===== config.mk =====
export PLATFORM = sky130hd
export DESIGN_NAME = ascii_number_parser_range_check_unit_flat
export DESIGN_NICKNAME = d
export VERILOG_FILES = /design/src/anpr_pkg.sv /design/src/anpr_if.sv /design/src/anpr_step.sv /design/src/ascii_number_parser_range_check_unit.sv /design/src/flat_wrapper.sv
export SDC_FILE = /design/constraint.sdc
export NUM_CORES = 1
export LEC_CHECK = 0
export BUFFER_PORTS_ARGS = -buffer_cell sky130_fd_sc_hd__buf_2
export CAP_MARGIN = 30
export CELL_PAD_IN_SITES_DETAIL_PLACEMENT = 0
export CELL_PAD_IN_SITES_GLOBAL_PLACEMENT = 1
export CORE_MARGIN = 1
export CORE_UTILIZATION = 45
export CTS_CLUSTER_SIZE = 16
export DETAILED_ROUTE_END_ITERATION = 16
export GPL_TIMING_DRIVEN = 1
export PLACE_DENSITY = 0.86
export SYNTH_ARGS = -nofsm -noshare
export SYNTH_HDL_FRONTEND = slang
export SYNTH_SLANG_ARGS = --single-unit
export TNS_END_PERCENT = 20

===== constraint.sdc =====
create_clock -name clock -period 9.2 [get_ports clock]
set_input_delay 1.38 -clock clock [delete_from_list [all_inputs] [get_ports clock]]
set_output_delay 1.38 -clock clock [all_outputs]
set_load 0.01 [all_outputs]

===== src/anpr_pkg.sv =====
// Shared types, character codes and digit decoding for the ASCII number parser.
package anpr_pkg;

   localparam int VALUE_WIDTH_DEFAULT = 64;
   localparam int VALUE_WIDTH_MIN     = 8;
   localparam int VALUE_WIDTH_MAX     = 64;
   localparam int OUT_WIDTH           = 64;
   localparam int CHAR_WIDTH          = 8;
   localparam int CSR_DATA_WIDTH      = 64;
   localparam int CSR_ADDR_WIDTH      = 4;
   localparam int CSR_INDEX_BIT       = 3;

   localparam logic CSR_MAX_VALUE_INDEX = 1'b0;

   localparam logic [CHAR_WIDTH-1:0] CHAR_ZERO    = 8'h30;
   localparam logic [CHAR_WIDTH-1:0] CHAR_NINE    = 8'h39;
   localparam logic [CHAR_WIDTH-1:0] CHAR_LOWER_X = 8'h78;
   localparam logic [CHAR_WIDTH-1:0] CHAR_UPPER_X = 8'h58;
   localparam logic [CHAR_WIDTH-1:0] CHAR_LOWER_A = 8'h61;
   localparam logic [CHAR_WIDTH-1:0] CHAR_LOWER_F = 8'h66;
   localparam logic [CHAR_WIDTH-1:0] CHAR_UPPER_A = 8'h41;
   localparam logic [CHAR_WIDTH-1:0] CHAR_UPPER_F = 8'h46;
   localparam logic [CHAR_WIDTH-1:0] HEX_LETTER_BASE = 8'd10;

   // character position, saturating after the second character
   localparam logic [1:0] POS_FIRST  = 2'd0;
   localparam logic [1:0] POS_SECOND = 2'd1;
   localparam logic [1:0] POS_LATER  = 2'd2;

   typedef enum logic [1:0] {
      STATUS_OK      = 2'd0,
      STATUS_EMPTY   = 2'd1,
      STATUS_INVALID = 2'd2,
      STATUS_RANGE   = 2'd3
   } status_type;

   // per-text control state
   typedef struct packed {
      logic [1:0] char_pos;
      logic       hex_mode;
      logic       first_was_zero;
      status_type error_code;
   } ctrl_type;

   localparam ctrl_type CTRL_CLEAR = '{
      char_pos: POS_FIRST, hex_mode: 1'b0, first_was_zero: 1'b0, error_code: STATUS_OK
   };

   typedef struct packed {
      logic       valid;
      logic [3:0] value;
   } digit_type;

   function automatic digit_type digit_of(input logic [CHAR_WIDTH-1:0] c, input logic hex);
      digit_type d;
      d.valid = 1'b0;
      d.value = '0;
      if (c >= CHAR_ZERO && c <= CHAR_NINE) begin
         d.valid = 1'b1;
         d.value = 4'(c - CHAR_ZERO);
      end else if (hex && c >= CHAR_LOWER_A && c <= CHAR_LOWER_F) begin
         d.valid = 1'b1;
         d.value = 4'(c - CHAR_LOWER_A + HEX_LETTER_BASE);
      end else if (hex && c >= CHAR_UPPER_A && c <= CHAR_UPPER_F) begin
         d.valid = 1'b1;
         d.value = 4'(c - CHAR_UPPER_A + HEX_LETTER_BASE);
      end
      return d;
   endfunction

endpackage


===== src/anpr_if.sv =====
// Character and result channel interfaces of the ASCII number parser.
interface anpr_req_if import anpr_pkg::*; ();
   logic                  valid;
   logic                  ready;
   logic [CHAR_WIDTH-1:0] char_code;
   logic                  no_char;
   logic                  last;

   modport source (output valid, char_code, no_char, last, input ready);
   modport sink   (input valid, char_code, no_char, last, output ready);
endinterface

interface anpr_rsp_if import anpr_pkg::*; ();
   logic                 valid;
   logic                 ready;
   logic [OUT_WIDTH-1:0] parsed_value;
   logic [1:0]           status;

   modport source (output valid, parsed_value, status, input ready);
   modport sink   (input valid, parsed_value, status, output ready);
endinterface


===== src/anpr_step.sv =====
// One-character update of the parser state: prefix detection, digit decode, MAC and range test.
module anpr_step import anpr_pkg::*; #(
   parameter int VALUE_WIDTH = VALUE_WIDTH_DEFAULT
) (
   input  ctrl_type                ctrl_cur,
   input  logic [VALUE_WIDTH-1:0]  acc_cur,
   input  logic [VALUE_WIDTH-1:0]  eff_max,
   input  logic [CHAR_WIDTH-1:0]   char_code,
   input  logic                    no_char,
   output ctrl_type                ctrl_nxt,
   output logic [VALUE_WIDTH-1:0]  acc_nxt
);

   // acc*16 + 15 fits in VALUE_WIDTH+4 bits; one spare bit
   localparam int SUM_WIDTH = VALUE_WIDTH + 5;

   digit_type              dig;
   logic [SUM_WIDTH-1:0]   scaled;
   logic [SUM_WIDTH-1:0]   sum;
   logic                   is_prefix;

   always_comb begin
      ctrl_nxt = ctrl_cur;
      acc_nxt  = acc_cur;
      dig      = digit_of(char_code, ctrl_cur.hex_mode);
      // x16 is a shift, x10 is x8 + x2
      scaled   = ctrl_cur.hex_mode ? {1'b0, acc_cur, 4'b0000}
                                   : ({2'b00, acc_cur, 3'b000} + {4'b0000, acc_cur, 1'b0});
      sum      = scaled + SUM_WIDTH'(dig.value);
      is_prefix = (ctrl_cur.char_pos == POS_SECOND) && !ctrl_cur.hex_mode &&
                  ctrl_cur.first_was_zero &&
                  (char_code == CHAR_LOWER_X || char_code == CHAR_UPPER_X);

      if (!no_char && ctrl_cur.error_code == STATUS_OK) begin
         if (is_prefix) begin
            // prefix pending, position held
            ctrl_nxt.hex_mode = 1'b1;
         end else begin
            if (ctrl_cur.char_pos == POS_FIRST) begin
               ctrl_nxt.first_was_zero = (char_code == CHAR_ZERO);
            end
            if (!dig.valid) begin
               ctrl_nxt.error_code = STATUS_INVALID;
            end else if (sum > SUM_WIDTH'(eff_max)) begin
               ctrl_nxt.error_code = STATUS_RANGE;
            end else begin
               acc_nxt = sum[VALUE_WIDTH-1:0];
            end
            if (ctrl_cur.char_pos != POS_LATER) begin
               ctrl_nxt.char_pos = ctrl_cur.char_pos + 2'd1;
            end
         end
      end
   end

endmodule


===== src/ascii_number_parser_range_check_unit.sv =====
// Top level of the ASCII number parser with range check.
//
// Parses unsigned decimal or hexadecimal ("0x"/"0X" prefix) text arriving one character
// per req transfer and returns one rsp transfer (value and status) for the transfer marked
// last. Throughput is one character per clock unless the stall below holds the input: the
// character is captured in an input register, and the combinational multiply-by-base,
// add and compare against the maximum update the accumulator register, which loads
// together with the result register for the last character of a text. A result thus
// goes through the input register and then the result register. The input side keeps
// taking characters while a result waits in the output register; it stalls only when a
// second result would be produced before the first is taken. Status: 0 ok, 1 empty text,
// 2 invalid digit, 3 out of range; the value reads as zero unless status is 0. The first
// error of a text is kept and later characters are ignored until the last one. The
// maximum register (byte address 0, 64 bits) resets to all ones; the limit applied is the
// smaller of it and the largest VALUE_WIDTH-bit value. Write it only while no text is in
// flight.
module ascii_number_parser_range_check_unit import anpr_pkg::*; #(
   parameter int VALUE_WIDTH = VALUE_WIDTH_DEFAULT
) (
   input  logic                      clock,
   input  logic                      reset,
   anpr_req_if.sink                  req,
   anpr_rsp_if.source                rsp,
   input  logic                      psel,
   input  logic                      penable,
   input  logic                      pwrite,
   input  logic [CSR_ADDR_WIDTH-1:0] paddr,
   input  logic [CSR_DATA_WIDTH-1:0] pwdata,
   output logic [CSR_DATA_WIDTH-1:0] prdata,
   output logic                      pready
);

   // ---------------------------------------------------------------- register port
   logic [CSR_DATA_WIDTH-1:0] max_value_ff, max_value_in;
   logic [VALUE_WIDTH-1:0]    eff_max_ff, eff_max_in;
   logic                      csr_sel_max;
   logic                      csr_write;

   assign pready      = 1'b1;
   assign csr_sel_max = (paddr[CSR_INDEX_BIT] == CSR_MAX_VALUE_INDEX);
   assign csr_write   = psel && penable && pwrite && csr_sel_max;
   assign prdata      = csr_sel_max ? max_value_ff : '0;

   // effective limit is worked out at write time to keep it off the MAC path
   always_comb begin
      max_value_in = max_value_ff;
      eff_max_in   = eff_max_ff;
      if (csr_write) begin
         max_value_in = pwdata;
         eff_max_in   = (|(pwdata >> VALUE_WIDTH)) ? '1 : pwdata[VALUE_WIDTH-1:0];
      end
   end

   // ---------------------------------------------------------------- input register
   logic                  s1_valid_ff, s1_valid_in;
   logic [CHAR_WIDTH-1:0] s1_char_ff;
   logic                  s1_no_char_ff;
   logic                  s1_last_ff;
   logic                  s1_advance;
   logic                  req_xfer;

   // a character moves on unless it finishes a text and the result slot is still full
   assign s1_advance = s1_valid_ff && (!s1_last_ff || !rsp.valid || rsp.ready);
   assign req.ready  = !s1_valid_ff || s1_advance;
   assign req_xfer   = req.valid && req.ready;

   always_comb begin
      s1_valid_in = s1_valid_ff;
      if (req_xfer) begin
         s1_valid_in = 1'b1;
      end else if (s1_advance) begin
         s1_valid_in = 1'b0;
      end
   end

   // ---------------------------------------------------------------- text state
   ctrl_type               ctrl_ff, ctrl_in, step_ctrl;
   logic [VALUE_WIDTH-1:0] acc_ff, acc_in, step_acc;

   anpr_step #(
      .VALUE_WIDTH (VALUE_WIDTH)
   ) u_step (
      .ctrl_cur  (ctrl_ff),
      .acc_cur   (acc_ff),
      .eff_max   (eff_max_ff),
      .char_code (s1_char_ff),
      .no_char   (s1_no_char_ff),
      .ctrl_nxt  (step_ctrl),
      .acc_nxt   (step_acc)
   );

   // state clears after the last character of a text
   always_comb begin
      ctrl_in = ctrl_ff;
      acc_in  = acc_ff;
      if (s1_advance) begin
         ctrl_in = s1_last_ff ? CTRL_CLEAR : step_ctrl;
         acc_in  = s1_last_ff ? '0 : step_acc;
      end
   end

   // ---------------------------------------------------------------- result
   status_type            final_status;
   logic                  rsp_valid_ff, rsp_valid_in;
   logic [OUT_WIDTH-1:0]  rsp_value_ff, rsp_value_in;
   status_type            rsp_status_ff, rsp_status_in;

   // bare "0x" counts as an invalid text
   always_comb begin
      final_status = step_ctrl.error_code;
      if (final_status == STATUS_OK) begin
         if (step_ctrl.hex_mode && step_ctrl.char_pos == POS_SECOND) begin
            final_status = STATUS_INVALID;
         end else if (step_ctrl.char_pos == POS_FIRST) begin
            final_status = STATUS_EMPTY;
         end
      end
   end

   always_comb begin
      rsp_valid_in  = rsp_valid_ff && !rsp.ready;
      rsp_value_in  = rsp_value_ff;
      rsp_status_in = rsp_status_ff;
      if (s1_advance && s1_last_ff) begin
         rsp_valid_in  = 1'b1;
         rsp_status_in = final_status;
         rsp_value_in  = (final_status == STATUS_OK) ? OUT_WIDTH'(step_acc) : '0;
      end
   end

   assign rsp.valid        = rsp_valid_ff;
   assign rsp.parsed_value = rsp_value_ff;
   assign rsp.status       = rsp_status_ff;

   // ---------------------------------------------------------------- registers
   always_ff @(posedge clock) begin
      if (reset) begin
         max_value_ff <= '1;
         eff_max_ff   <= '1;
         s1_valid_ff  <= 1'b0;
         ctrl_ff      <= CTRL_CLEAR;
         acc_ff       <= '0;
         rsp_valid_ff <= 1'b0;
      end else begin
         max_value_ff <= max_value_in;
         eff_max_ff   <= eff_max_in;
         s1_valid_ff  <= s1_valid_in;
         ctrl_ff      <= ctrl_in;
         acc_ff       <= acc_in;
         rsp_valid_ff <= rsp_valid_in;
      end
   end

   // payload, no reset
   always_ff @(posedge clock) begin
      if (req_xfer) begin
         s1_char_ff    <= req.char_code;
         s1_no_char_ff <= req.no_char;
         s1_last_ff    <= req.last;
      end
      rsp_value_ff  <= rsp_value_in;
      rsp_status_ff <= rsp_status_in;
   end

   // ---------------------------------------------------------------- assertions
   // a finished text never overwrites a result that is still waiting
   a_no_result_overwrite: assert property (@(posedge clock) disable iff (reset)
      s1_advance && s1_last_ff |-> !rsp_valid_ff || rsp.ready)
      else $error("result register overwritten");

   // state is clean after the last character of a text
   a_clear_after_last: assert property (@(posedge clock) disable iff (reset)
      s1_advance && s1_last_ff |=> ctrl_ff == CTRL_CLEAR && acc_ff == '0)
      else $error("text state not cleared after last transfer");

   // hex mode only after a leading zero
   a_hex_needs_zero: assert property (@(posedge clock) disable iff (reset)
      ctrl_ff.hex_mode |-> ctrl_ff.first_was_zero)
      else $error("hex mode without leading zero");

   // an error result carries a zero value
   a_error_value_zero: assert property (@(posedge clock) disable iff (reset)
      rsp_valid_ff && rsp_status_ff != STATUS_OK |-> rsp_value_ff == '0)
      else $error("non-zero value with error status");

endmodule

===== src/flat_wrapper.sv =====
// flat-port wrapper written by rule: the top's interface ports become plain ports
module ascii_number_parser_range_check_unit_flat import anpr_pkg::*;
#(
   parameter int VALUE_WIDTH = VALUE_WIDTH_DEFAULT
)
  (clock, reset, psel, penable, pwrite, paddr, pwdata, prdata, pready, req_valid, req_char_code, req_no_char, req_last, req_ready, rsp_valid, rsp_parsed_value, rsp_status, rsp_ready);
  anpr_req_if req_i ();
  anpr_rsp_if rsp_i ();
  input  logic clock;
  input  logic reset;
  input  logic psel;
  input  logic penable;
  input  logic pwrite;
  input  logic [CSR_ADDR_WIDTH-1:0] paddr;
  input  logic [CSR_DATA_WIDTH-1:0] pwdata;
  output logic [CSR_DATA_WIDTH-1:0] prdata;
  output logic pready;
  input wire logic [$bits(req_i.valid)-1:0] req_valid;
  input wire logic [$bits(req_i.char_code)-1:0] req_char_code;
  input wire logic [$bits(req_i.no_char)-1:0] req_no_char;
  input wire logic [$bits(req_i.last)-1:0] req_last;
  output wire logic [$bits(req_i.ready)-1:0] req_ready;
  output wire logic [$bits(rsp_i.valid)-1:0] rsp_valid;
  output wire logic [$bits(rsp_i.parsed_value)-1:0] rsp_parsed_value;
  output wire logic [$bits(rsp_i.status)-1:0] rsp_status;
  input wire logic [$bits(rsp_i.ready)-1:0] rsp_ready;
  assign req_i.valid = req_valid;
  assign req_i.char_code = req_char_code;
  assign req_i.no_char = req_no_char;
  assign req_i.last = req_last;
  assign req_ready = req_i.ready;
  assign rsp_valid = rsp_i.valid;
  assign rsp_parsed_value = rsp_i.parsed_value;
  assign rsp_status = rsp_i.status;
  assign rsp_i.ready = rsp_ready;
  ascii_number_parser_range_check_unit #(.VALUE_WIDTH(VALUE_WIDTH)) u_core (.clock(clock), .reset(reset), .req(req_i), .rsp(rsp_i), .psel(psel), .penable(penable), .pwrite(pwrite), .paddr(paddr), .pwdata(pwdata), .prdata(prdata), .pready(pready));
endmodule

==> results.toml <==
[synthesis]
synth_ff_type = "dfxtp_1"
synth_cell_types = 107
synth-seq-cells = 212
synth_warnings = 0
synth-seq-area-share = 0.273
syn_area_um2 = 18300
synth_edf_count = 76
syn_area_per_cell_um2 = 7.91
synthesis.nets = 2543
async_flop_share = 0
syn_inst = 2319

[power]
powerDensity_nw_per_um2 = 101
irDropWorstVdd_mv = 0.114
finalPower_uw = 2060
power_leakage_uw = 0.00816

[clocking]
hold_buffers = 0
cts_tree = "yes"
clkTransAtPathRegs_ns = 0.06
post_cts_buffers = 0
cts_buffers = 22
clockBufferDepth = 3
clk_latency_ns = 0.53
htree_levels = 1
root_buffer = "clkbuf_16"
cts_sinks = 212

[timing]
skew_ns = 0.0153
worst_slew_margin_rel = 0.269
tightest_slew_ns = 1.09
finalCritPeriodShare = 0.937
finalHoldViolations = 0
fmax_mhz = 116
slew_viol_final = 0
finalSetupViolCount = 0
fin_hold_ws_ns = 0.518
min_period_ns = 8.62

[floorplan]
die_x_um = 204
die_height_um = 204
die-area_um2 = 41600
start_util = 0.459
rows = 73
core_area_um2 = 40000
io_pins = 218

[cells_and_area]
drive_above_1_share = 0.164
utilization = 0.512
area_growth_pct = 11.6
num-fill-cells = 3921
most-common-layout-cells = "213 x nand2_1, 213 x buf_2, 209 x inv_1, 189 x nor2_1, 156 x o21ai_0"
diodes = 0
final_nets = 2670

[worst_setup_path]
cpMaxStageDelayCell = "or3b_2"
critical_path_class = "reg -> reg"
path_max_fanout = 28
cp_common_cell = "nor2_1"
slowest_delay_ns = 0.54
end_kind = "flop"
critPathRequiredTime_ns = 9.45
startpoint_type = "flop"
cp.arrival_ns = 8.87

[place]
port_buffers = 213
gp_congestion = 0.944
dp_hpwl_um = 48800

[global_routing]
grt_start_max_net_pins = 85
grt_pass1_wl_um = 96400
grt_pass1_vias = 16700
antenna_found_initial = 0
grt_overflow = 0
grtUsageTotal = 0.296

[min_path]
hold_path.class = "reg -> reg"

[routing]
drcViolationCount = 0
vias_per_cell = 6.18
vias = 18500
totalWireLength_um = 63600
drtPass1Iterations = 6
avgRoutedWirePerCell_um = 21.3
ant_nets = 0
drtIter0Drc = 1840

[run_status]
status = "finished clean"

[run]
maxCapViolCount = 0
## where the power goes
part	total (µW)	internal, µW	leakage (µW)	switching, µW
logic	165	55.9	0.00598	109
registers	997	988	0.00183	9.06
clock network	903	524	0.000352	379
total	2060	1570	0.00816	497
## worst paths after layout
path / start / endpoint / slack [ns] / depth (start not counted)
worst max-delay path: u_core.s1_char_ff[0]$_DFFE_PP_ / u_core.rsp.parsed_value[39]$_SDFFCE_PP0P_ / 0.58 / 32
worst min-delay path: u_core.ctrl_ff[2]$_SDFFE_PP0P_ / u_core.ctrl_ff[2]$_SDFFE_PP0P_ / 0.52 / 2
worst max register to register: u_core.s1_char_ff[0]$_DFFE_PP_ / u_core.rsp.parsed_value[39]$_SDFFCE_PP0P_ / 0.58 / 32
worst min register to register: u_core.ctrl_ff[2]$_SDFFE_PP0P_ / u_core.ctrl_ff[2]$_SDFFE_PP0P_ / 0.52 / 2
## Yosys cell counts, drive strengths merged, types with 6 or more instances
cell     number  area (µm²)
edfxtp       76        2280
a221oi        6        65.1
nor2        190         716
mux2i        16         160
a211o         7        61.3
or2          10        62.6
ha          137        1710
and4         12         105
o21ai       173         866
nor2b        22         138
and3         15        93.8
o31ai        16         150
a211oi       78         586
dfxtp       136        2720
clkbuf      100         375
o21bai       11        82.6
a2111oi       7         105
or4           9        75.1
nor4         17         143
nand4        54         344
and2         16         103
o211ai       80         616
xnor2        50         438
xor2         38         333
buf          37         226
nand2       215         812
or3          21         141
o221ai        6        52.6
a21o         49         375
a21oi       134         686
inv         211         792
nor3         45         264
nand3       105         526
a21boi       11        86.3
o22ai        66         795
o21a         25         188
nand2b       10        62.6
a31oi        24         150
## critical path: cells and delay by family (launching register included)
family / cells / cell delay (ns)
adder cells (fa/ha/maj): 4 / 0.98
AO/OA/AOI/OAI: 9 / 2.12
AND/OR/NAND/NOR: 14 / 3.58
flip-flops: 1 / 0.48
buffers and inverters: 4 / 1.01
XOR/XNOR: 1 / 0.21
## layer usage
metal | vias up | GRT usage | wire (µm)
met5 | - | 0 | 0
met4 | 0 | 0.0779 | 1420
met3 | 78 | 0.0274 | 5570
met2 | 852 | 0.448 | 27200
met1 | 8777 | 0.445 | 29400
li1 | 8754 | - | -
## stage by stage
stage                     worst slack (ns)  cell area [µm²]  instances  TNS, ns
after floorplan                      0.770            18300       2319        0
after global placement               0.722            19700       2943        0
after detailed placement             0.564            19700       2944        0
after CTS                            0.532            20400       2984        0
after global routing               -0.0217            20500       2987  -0.0217
final                                0.583            20500       2987        0
## sequential cells by signal, summed over array words and instances, names as in the netlist
signal                   cells
u_core.acc_ff               64
u_core.eff_max_ff           64
u_core.rsp.parsed_value     64
u_core.s1_char_ff            8
u_core.ctrl_ff               6
u_core.rsp.status            2
u_core.rsp.valid             1
u_core.s1_last_ff            1
u_core.s1_no_char_ff         1
u_core.s1_valid_ff           1
## repair_timing
| action | CTS | global route |
|---|---|---|
| hold endpoints to repair | 0 | 0 |
| endpoints found under the setup margin | 0 | 48 |
| resized for setup | 0 | 2 |
## area by class of cell
class / count / area (µm²) / share of cell area
clock inverters: 8 / 90.1 / 0.00440
inverters: 211 / 792 / 0.0387
clock buffers: 32 / 619 / 0.0303
multi-input cells: 1759 / 12000 / 0.585
repair buffers: 240 / 1320 / 0.0647
flip-flops and latches: 212 / 5010 / 0.245
well taps: 525 / 657 / 0.0321
## cell families (layout without fill, tap and decap cells)
| family | after synthesis | after routing | share of synthesized area |
|---|---|---|---|
| other | 1 | 1 | 0.000204 |
| AND/OR/NAND/NOR | 763 | 763 | 0.207 |
| flip-flops | 212 | 212 | 0.273 |
| XOR/XNOR | 88 | 88 | 0.0420 |
| buffers and inverters | 348 | 491 | 0.0760 |
| AO/OA/AOI/OAI | 748 | 748 | 0.295 |
| adder cells (fa/ha/maj) | 139 | 139 | 0.0956 |
| multiplexers | 20 | 20 | 0.0112 |
Note: power is estimated with default switching activity, not from simulation.
